**src/sv/power_button_controller_assert.svh**
```systemverilog
// ----------------------------------------------------------------------------
// Power button controller assertion macros
// Shared macros for the concurrent checks of the power button controller.
// ----------------------------------------------------------------------------
`ifndef POWER_BUTTON_CONTROLLER_ASSERT_SVH
`define POWER_BUTTON_CONTROLLER_ASSERT_SVH

// The consequent must hold in the same cycle as the antecedent.
`define PBC_ASSERT_SAME(label, clk, rst_n, ante, cons) \
    label: assert property (@(posedge clk) disable iff (!(rst_n)) (ante) |-> (cons)) \
        else $error("power button controller check failed");

// The consequent must hold in the cycle after the antecedent.
`define PBC_ASSERT_NEXT(label, clk, rst_n, ante, cons) \
    label: assert property (@(posedge clk) disable iff (!(rst_n)) (ante) |=> (cons)) \
        else $error("power button controller check failed");

`endif

```
**src/sv/pbc_pkg.sv**
```systemverilog
// ----------------------------------------------------------------------------
// Power button controller package
// Payload and configuration types, register indexes and reset values.
// ----------------------------------------------------------------------------
package pbc_pkg;

    localparam int unsigned CfgIdxWidth  = 2;
    localparam int unsigned CfgDataWidth = 16;

    typedef enum logic [CfgIdxWidth-1:0] {
        CFG_SHORT_PRESS_TICKS = 2'd0,
        CFG_LONG_PRESS_TICKS  = 2'd1,
        CFG_HOST_TIMEOUT_MS   = 2'd2
    } t_cfg_idx;

    localparam logic [7:0]  ShortPressReset  = 8'd10;
    localparam logic [7:0]  LongPressReset   = 8'd200;
    localparam logic [15:0] HostTimeoutReset = 16'd15000;

    // Power state codes.
    localparam logic [7:0] StateOff      = 8'd0;
    localparam logic [7:0] StateOn       = 8'd1;
    localparam logic [7:0] StateKeyDown  = 8'd2;
    localparam logic [7:0] StateShutdown = 8'd3;
    localparam logic [7:0] StateForced   = 8'd4;
    localparam logic [7:0] StateMax      = 8'd255;

    typedef struct packed {
        logic        button_level;
        logic [15:0] ms_since_host;
    } t_in;

    typedef struct packed {
        logic       hold_power;
        logic       cut_power;
        logic [7:0] pwr_mode;
    } t_out;

    typedef struct packed {
        logic [7:0]  short_press_ticks;
        logic [7:0]  long_press_ticks;
        logic [15:0] host_timeout_ms;
    } t_cfg;

endpackage

```
**src/sv/pbc_cfg_regs.sv**
```systemverilog
// ----------------------------------------------------------------------------
// Power button controller configuration registers
// Holds the press thresholds and the host timeout written over the cfg port.
// ----------------------------------------------------------------------------
module pbc_cfg_regs
    import pbc_pkg::*;
(
    input  logic                    i_clk,
    input  logic                    i_rst_n,
    input  logic                    i_cfg_we,
    input  logic [CfgIdxWidth-1:0]  i_cfg_idx,
    input  logic [CfgDataWidth-1:0] i_cfg_wdata,
    output t_cfg                    o_cfg
);

    t_cfg r_cfg;

    always_ff @(posedge i_clk) begin
        if (!i_rst_n) begin
            r_cfg.short_press_ticks <= ShortPressReset;
            r_cfg.long_press_ticks  <= LongPressReset;
            r_cfg.host_timeout_ms   <= HostTimeoutReset;
        end else if (i_cfg_we) begin
            case (t_cfg_idx'(i_cfg_idx))
                CFG_SHORT_PRESS_TICKS: begin
                    r_cfg.short_press_ticks <= i_cfg_wdata[7:0];
                end
                CFG_LONG_PRESS_TICKS: begin
                    r_cfg.long_press_ticks <= i_cfg_wdata[7:0];
                end
                CFG_HOST_TIMEOUT_MS: begin
                    r_cfg.host_timeout_ms <= i_cfg_wdata;
                end
                default: begin
                    // Unused index: the write is dropped.
                end
            endcase
        end
    end

    assign o_cfg = r_cfg;

endmodule

```
**src/sv/pbc_core.sv**
```systemverilog
// ----------------------------------------------------------------------------
// Power button controller core
// Hold counter, button history and power state, updated once per tick.
// ----------------------------------------------------------------------------
module pbc_core
    import pbc_pkg::*;
(
    input  logic i_clk,
    input  logic i_rst_n,
    input  logic i_fire,
    input  t_in  i_item,
    input  t_cfg i_cfg,
    output t_out o_result
);

    logic [7:0] r_hold_count, n_hold_count;
    logic       r_prev_level;
    logic [7:0] r_mode, n_mode;
    logic [7:0] r_saved_mode, n_saved_mode;
    logic       hold;
    logic       cut;
    logic       at_long;

    assign at_long = (r_hold_count == i_cfg.long_press_ticks);

    always_comb begin
        n_hold_count = r_hold_count;
        n_mode       = r_mode;
        n_saved_mode = r_saved_mode;
        hold         = 1'b0;
        cut          = 1'b0;
        if (!i_item.button_level && !r_prev_level) begin
            // Continued press.
            if (r_hold_count == i_cfg.short_press_ticks) begin
                n_saved_mode = r_mode;
                n_mode       = StateKeyDown;
            end
            if (r_hold_count < i_cfg.long_press_ticks) begin
                n_hold_count = r_hold_count + 8'd1;
            end else begin
                hold = 1'b1;
            end
        end else begin
            // Release or first pressed tick.
            n_mode = r_saved_mode;
            if (r_saved_mode >= StateShutdown) begin
                if (at_long && r_saved_mode != StateMax) begin
                    n_mode = r_saved_mode + 8'd1;
                end
                if (n_mode >= StateForced ||
                    i_item.ms_since_host > i_cfg.host_timeout_ms) begin
                    cut = 1'b1;
                end
                n_saved_mode = n_mode;
            end else if (at_long) begin
                n_mode       = (r_saved_mode == StateOff) ? StateOn : StateShutdown;
                n_saved_mode = n_mode;
            end
            n_hold_count = 8'd0;
        end
    end

    always_ff @(posedge i_clk) begin
        if (!i_rst_n) begin
            r_hold_count <= 8'd0;
            r_prev_level <= 1'b0;
            r_mode       <= StateOff;
            r_saved_mode <= StateOff;
        end else if (i_fire) begin
            r_hold_count <= n_hold_count;
            r_prev_level <= i_item.button_level;
            r_mode       <= n_mode;
            r_saved_mode <= n_saved_mode;
        end
    end

    assign o_result.hold_power = hold;
    assign o_result.cut_power  = cut;
    assign o_result.pwr_mode   = n_mode;

endmodule

```
**src/sv/power_button_controller.sv**
```systemverilog
// ----------------------------------------------------------------------------
// Power button controller
// Debounced hold timing of the power button and the power state sequence.
// ----------------------------------------------------------------------------
//
//   Channel   Direction  Handshake           Payload
//   -------   ---------  ------------------  ------------------------------
//   tick in   input      i_valid / o_stall   i_data  (button level, silence)
//   result    output     o_valid / i_stall   o_data  (hold, cut, state)
//   config    input      i_cfg_we            i_cfg_idx, i_cfg_wdata
//
// Every tick passes through the input register and then through the state
// update into the result register. A new tick can be transferred in every
// cycle while o_stall is low; the state updates as a tick leaves the input
// register, so back-to-back ticks see each other's effect.
// Reset is synchronous and active low. It clears the valid flags, the hold
// counter, the button history and both mode registers, and loads the
// register defaults.
// A stall on the result side holds the result register; the input register
// keeps its tick and o_stall rises only when both stages are full.
//
module power_button_controller
    import pbc_pkg::*;
(
    input  logic                    i_clk,
    input  logic                    i_rst_n,
    input  logic                    i_valid,
    output logic                    o_stall,
    input  t_in                     i_data,
    output logic                    o_valid,
    input  logic                    i_stall,
    output t_out                    o_data,
    input  logic                    i_cfg_we,
    input  logic [CfgIdxWidth-1:0]  i_cfg_idx,
    input  logic [CfgDataWidth-1:0] i_cfg_wdata
);

`include "power_button_controller_assert.svh"

    t_cfg cfg;
    t_out result;

    // Input register stage.
    logic r_s1_valid;
    t_in  r_s1_data;

    // Result register stage.
    logic r_out_valid;
    t_out r_out_data;

    logic out_blocked;
    logic advance;

    // The result register is blocked only while it is full and stalled.
    assign out_blocked = r_out_valid && i_stall;
    // A tick leaves the input register and updates the state on this edge.
    assign advance     = r_s1_valid && !out_blocked;
    assign o_stall     = r_s1_valid && out_blocked;

    pbc_cfg_regs u_cfg_regs (
        .i_clk       (i_clk),
        .i_rst_n     (i_rst_n),
        .i_cfg_we    (i_cfg_we),
        .i_cfg_idx   (i_cfg_idx),
        .i_cfg_wdata (i_cfg_wdata),
        .o_cfg       (cfg)
    );

    pbc_core u_core (
        .i_clk    (i_clk),
        .i_rst_n  (i_rst_n),
        .i_fire   (advance),
        .i_item   (r_s1_data),
        .i_cfg    (cfg),
        .o_result (result)
    );

    always_ff @(posedge i_clk) begin
        if (!i_rst_n) begin
            r_s1_valid <= 1'b0;
        end else if (!o_stall) begin
            r_s1_valid <= i_valid;
        end
    end

    always_ff @(posedge i_clk) begin
        if (i_valid && !o_stall) begin
            r_s1_data <= i_data;
        end
    end

    always_ff @(posedge i_clk) begin
        if (!i_rst_n) begin
            r_out_valid <= 1'b0;
        end else if (advance) begin
            r_out_valid <= 1'b1;
        end else if (!i_stall) begin
            r_out_valid <= 1'b0;
        end
    end

    always_ff @(posedge i_clk) begin
        if (advance) begin
            r_out_data <= result;
        end
    end

    assign o_valid = r_out_valid;
    assign o_data  = r_out_data;

    // Power is never held and cut on the same tick.
    `PBC_ASSERT_SAME(a_hold_cut_excl, i_clk, i_rst_n, o_valid,
                     !(o_data.hold_power && o_data.cut_power))
    // Cutting power only happens in shutdown or forced-off states.
    `PBC_ASSERT_SAME(a_cut_state, i_clk, i_rst_n, o_valid && o_data.cut_power,
                     o_data.pwr_mode >= StateShutdown)
    // A transferred tick is held in the input register on the next cycle.
    `PBC_ASSERT_NEXT(a_s1_load, i_clk, i_rst_n, i_valid && !o_stall, r_s1_valid)
    // A tick that advances always produces a result on the next cycle.
    `PBC_ASSERT_NEXT(a_out_load, i_clk, i_rst_n, advance, o_valid)

endmodule

```
**config.mk**
```make
export PLATFORM = sky130hd
export DESIGN_NAME = power_button_controller
export DESIGN_NICKNAME = d
export VERILOG_FILES = /design/src/sv/pbc_pkg.sv /design/src/sv/pbc_cfg_regs.sv /design/src/sv/pbc_core.sv /design/src/sv/power_button_controller.sv
export VERILOG_INCLUDE_DIRS = /design/src /design/src/sv
export SDC_FILE = /design/constraint.sdc
export NUM_CORES = 1
export LEC_CHECK = 0
export BUFFER_PORTS_ARGS = -buffer_cell sky130_fd_sc_hd__buf_2
export CAP_MARGIN = 25
export CORE_ASPECT_RATIO = 0.5
export CORE_MARGIN = 2
export CORE_UTILIZATION = 45
export DETAILED_ROUTE_END_ITERATION = 10
export GPL_TIMING_DRIVEN = 0
export PLACE_DENSITY = 0.75
export SKIP_CTS_REPAIR_TIMING = 1
export SYNTH_ARGS = -nofsm -noshare
export SYNTH_HDL_FRONTEND = slang
export SYNTH_HIERARCHICAL = 1
export SYNTH_SLANG_ARGS = --single-unit
```
**constraint.sdc**
```tcl
create_clock -name i_clk -period 3.08 [get_ports i_clk]
set_clock_uncertainty 0.15 [all_clocks]
set_input_delay 0.616 -clock i_clk [delete_from_list [all_inputs] [get_ports i_clk]]
set_output_delay 0.616 -clock i_clk [all_outputs]
set_load 0.03 [all_outputs]
```
==> results.yml <==
status:
  outcome: "finished clean"
worst_setup_path:
  timing.rr.start: "u_cfg_regs/o_cfg[23]$_SDFFE_PN1P_"
  setup.worst_path.start: "u_cfg_regs/o_cfg[23]$_SDFFE_PN1P_"
  r2r_slack_ns: 0.24
  crit_type: "reg2reg"
  r2r-end: "o_data[8]$_DFFE_PP_"
  critPathLaunchType: "register"
  crit_required_ns: 3.03
  worst_setup_path_end_kind: "register"
  arrival_ns: 2.78
  worstRegToRegCells: 10
  crit_end: "o_data[8]$_DFFE_PP_"
  cp_max_fo: 6
synthesis:
  synthArstFlopShare_pct: 0
  synth-seq-cells: 86
  synth_area_per_cell_um2: 9.70
  yosysSeqAreaShare_pct: 44.9
  syn-num-nets: 524
  postSynthCellCount: 457
  synth_edf_count: 27
  synth_area_um2: 4430
  yosys_warnings: 6
  synth_cell_type_count: 60
  synth_flop_cell: "dfxtp_1"
global_routing:
  track_usage_pct: 19.2
  grt_pass1_vias: 3263
  antenna_found_initial: 0
  grt_max_degree: 17
  grt_pass1_wl_mm: 15.8
  grt_overflow: 0
routing:
  drt_iter0_markers: 235
  drt_wl_total_mm: 9.82
  num_vias: 3499
  ant_nets: 0
  vias_per_cell: 5.30
  dr.pass1.iters: 5
  wl_per_cell_um: 14.9
  drc: 0
timing:
  slew_headroom_pct: 40.4
  min_period_ns: 2.84
  slew_violations: 0
  tightest_slew_ns: 0.889
  rsz0062_at_grt: "no"
  tns_ns: 0
  final_hold_viol_count: 0
  fin_crit_sh_pct: 92.1
  setup_slack_ns: 0.244
  setup_violations: 0
  holdWs_ns: 0.302
  fmax_mhz: 353
finish:
  fin_util_pct: 54.0
  drive_gt1_share_pct: 18.7
  finish.net_count: 587
  n_antenna_cell: 0
  synthToLayoutAreaGrowth_pct: 15.9
  fin_area_um2: 5140
  layoutNonFillerInstCount: 660
floorplan:
  die_area_um2: 10700
  io_pins: 52
  die-height_um: 74.2
  die_w_um: 144
  coreArea_um2: 9510
  start_util_pct: 46.6
  rows: 25
pwr:
  cellPowerDensity_nw_per_um2: 486
  vdd_drop_max_mv: 0.238
  power_mw: 2.50
  power.leakage_nw: 2.18
placement:
  gp_congestion: 0.893
  dp_hpwl_mm: 7.00
  placed_cell_area_um2: 4870
  dp_cells: 644
  post-place-ws_ns: 0.243
  portBuffers: 51
cts:
  clk_latency_ns: 0.33
  cts_buffers: 9
  clock_sinks: 86
  htree_num_levels: 3
  cts_tree: "yes"
  cts.path.max_buffers: 2
  cts-root-buf: "clkbuf_16"
  clkTransAtPathRegs_ns: 0.06
worst_hold_path:
  min_path_cells: 1
  hold_class: "in2reg"
flow_run:
  drv_cap: 0
## placed cells by master (no fill, tap or decap), drive strengths merged, types with 11 or more instances in the layout
cell type	n
mux2i	29
edfxtp	27
ha	27
dfxtp	59
buf	69
nor2b	15
nor2	11
nand3	13
nand2	54
clkbuf	21
o21ai	22
a21oi	29
inv	38
## critical path, stage by stage, from the launching register on
cell and delay, ns:
dfxtp_1 0.35, inv_1 0.07, ha_1 0.34, nand4_2 0.19, or2_1 0.28, buf_6 0.14, nor3_2 0.29, mux2i_1 0.26
a31oi_1 0.12, a211o_1 0.29, buf_4 0.13
## report_power, final
| part | internal [mW] | switching (mW) |
|---|---|---|
| Combinational | 0.104 | 0.157 |
| Clock | 0.565 | 0.432 |
| Sequential | 1.21 | 0.0243 |
| Total | 1.88 | 0.613 |
## how the worst min path moves through the flow
stage                                                    to                         startpoint  slack (ns)
after floorplan           u_cfg_regs/o_cfg[10]$_SDFFE_PN0P_  u_cfg_regs/o_cfg[10]$_SDFFE_PN0P_        0.28
final                                r_s1_data[7]$_DFFE_PP_                          i_data[7]        0.30
after global placement    u_cfg_regs/o_cfg[21]$_SDFFE_PN0P_  u_cfg_regs/o_cfg[21]$_SDFFE_PN0P_        0.29
after CTS                            r_s1_data[3]$_DFFE_PP_                          i_data[3]        0.29
after detailed placement  u_cfg_regs/o_cfg[17]$_SDFFE_PN0P_  u_cfg_regs/o_cfg[17]$_SDFFE_PN0P_        0.30
after global routing                 r_s1_data[5]$_DFFE_PP_                          i_data[5]        0.29
## state kept, by name, indices dropped and copies added, names as in the netlist
signal	flops
u_core/r_saved_mode	8
u_core/r_hold_count	8
u_core/r_mode	8
o_valid	1
r_s1_data	17
u_cfg_regs/o_cfg	32
r_s1_valid	1
u_core/r_prev_level	1
o_data	10
## layout make-up
| cell class | count | area [um^2] |
|---|---|---|
| timing repair buffer | 52 | 263 |
| clock inverter | 4 | 21.3 |
| sequential | 86 | 1990 |
| inverter | 37 | 139 |
| fill | 877 | 4370 |
| tap | 135 | 169 |
| clock buffer | 12 | 246 |
| buffer | 26 | 150 |
| multi-input combinational | 308 | 2160 |
## cell families after synthesis
kind of cell / synth area share [%]
fa+ha+maj: 7.62
mux: 6.55
buf+inv: 6.52
compound gates: 13.3
flops: 44.9
simple gates: 18.6
xor+xnor: 2.57
## Yosys cell counts, drive strengths merged, types with 10 or more instances
cell type	instances	area [um^2]
dfxtp	59	1180
nand2	54	205
inv	37	139
a21oi	29	160
mux2i	29	290
edfxtp	27	811
ha	27	338
o21ai	22	110
buf	17	116
nor2b	15	93.8
nand3	13	65.1
nor2	11	41.3
nand4	10	68.8
xor2	10	87.6
## per-layer routing
metal | track usage (%) | part of all wire, % | vias to the layer above
met3 | 4.12 | 4.1 | 13
met5 | 0 | 0 | -
met4 | 6.47 | 1.3 | 0
met1 | 24.7 | 49 | 1651
li1 | - | - | 1760
met2 | 32.8 | 46 | 75
Note: power is estimated with default switching activity, not from simulation.
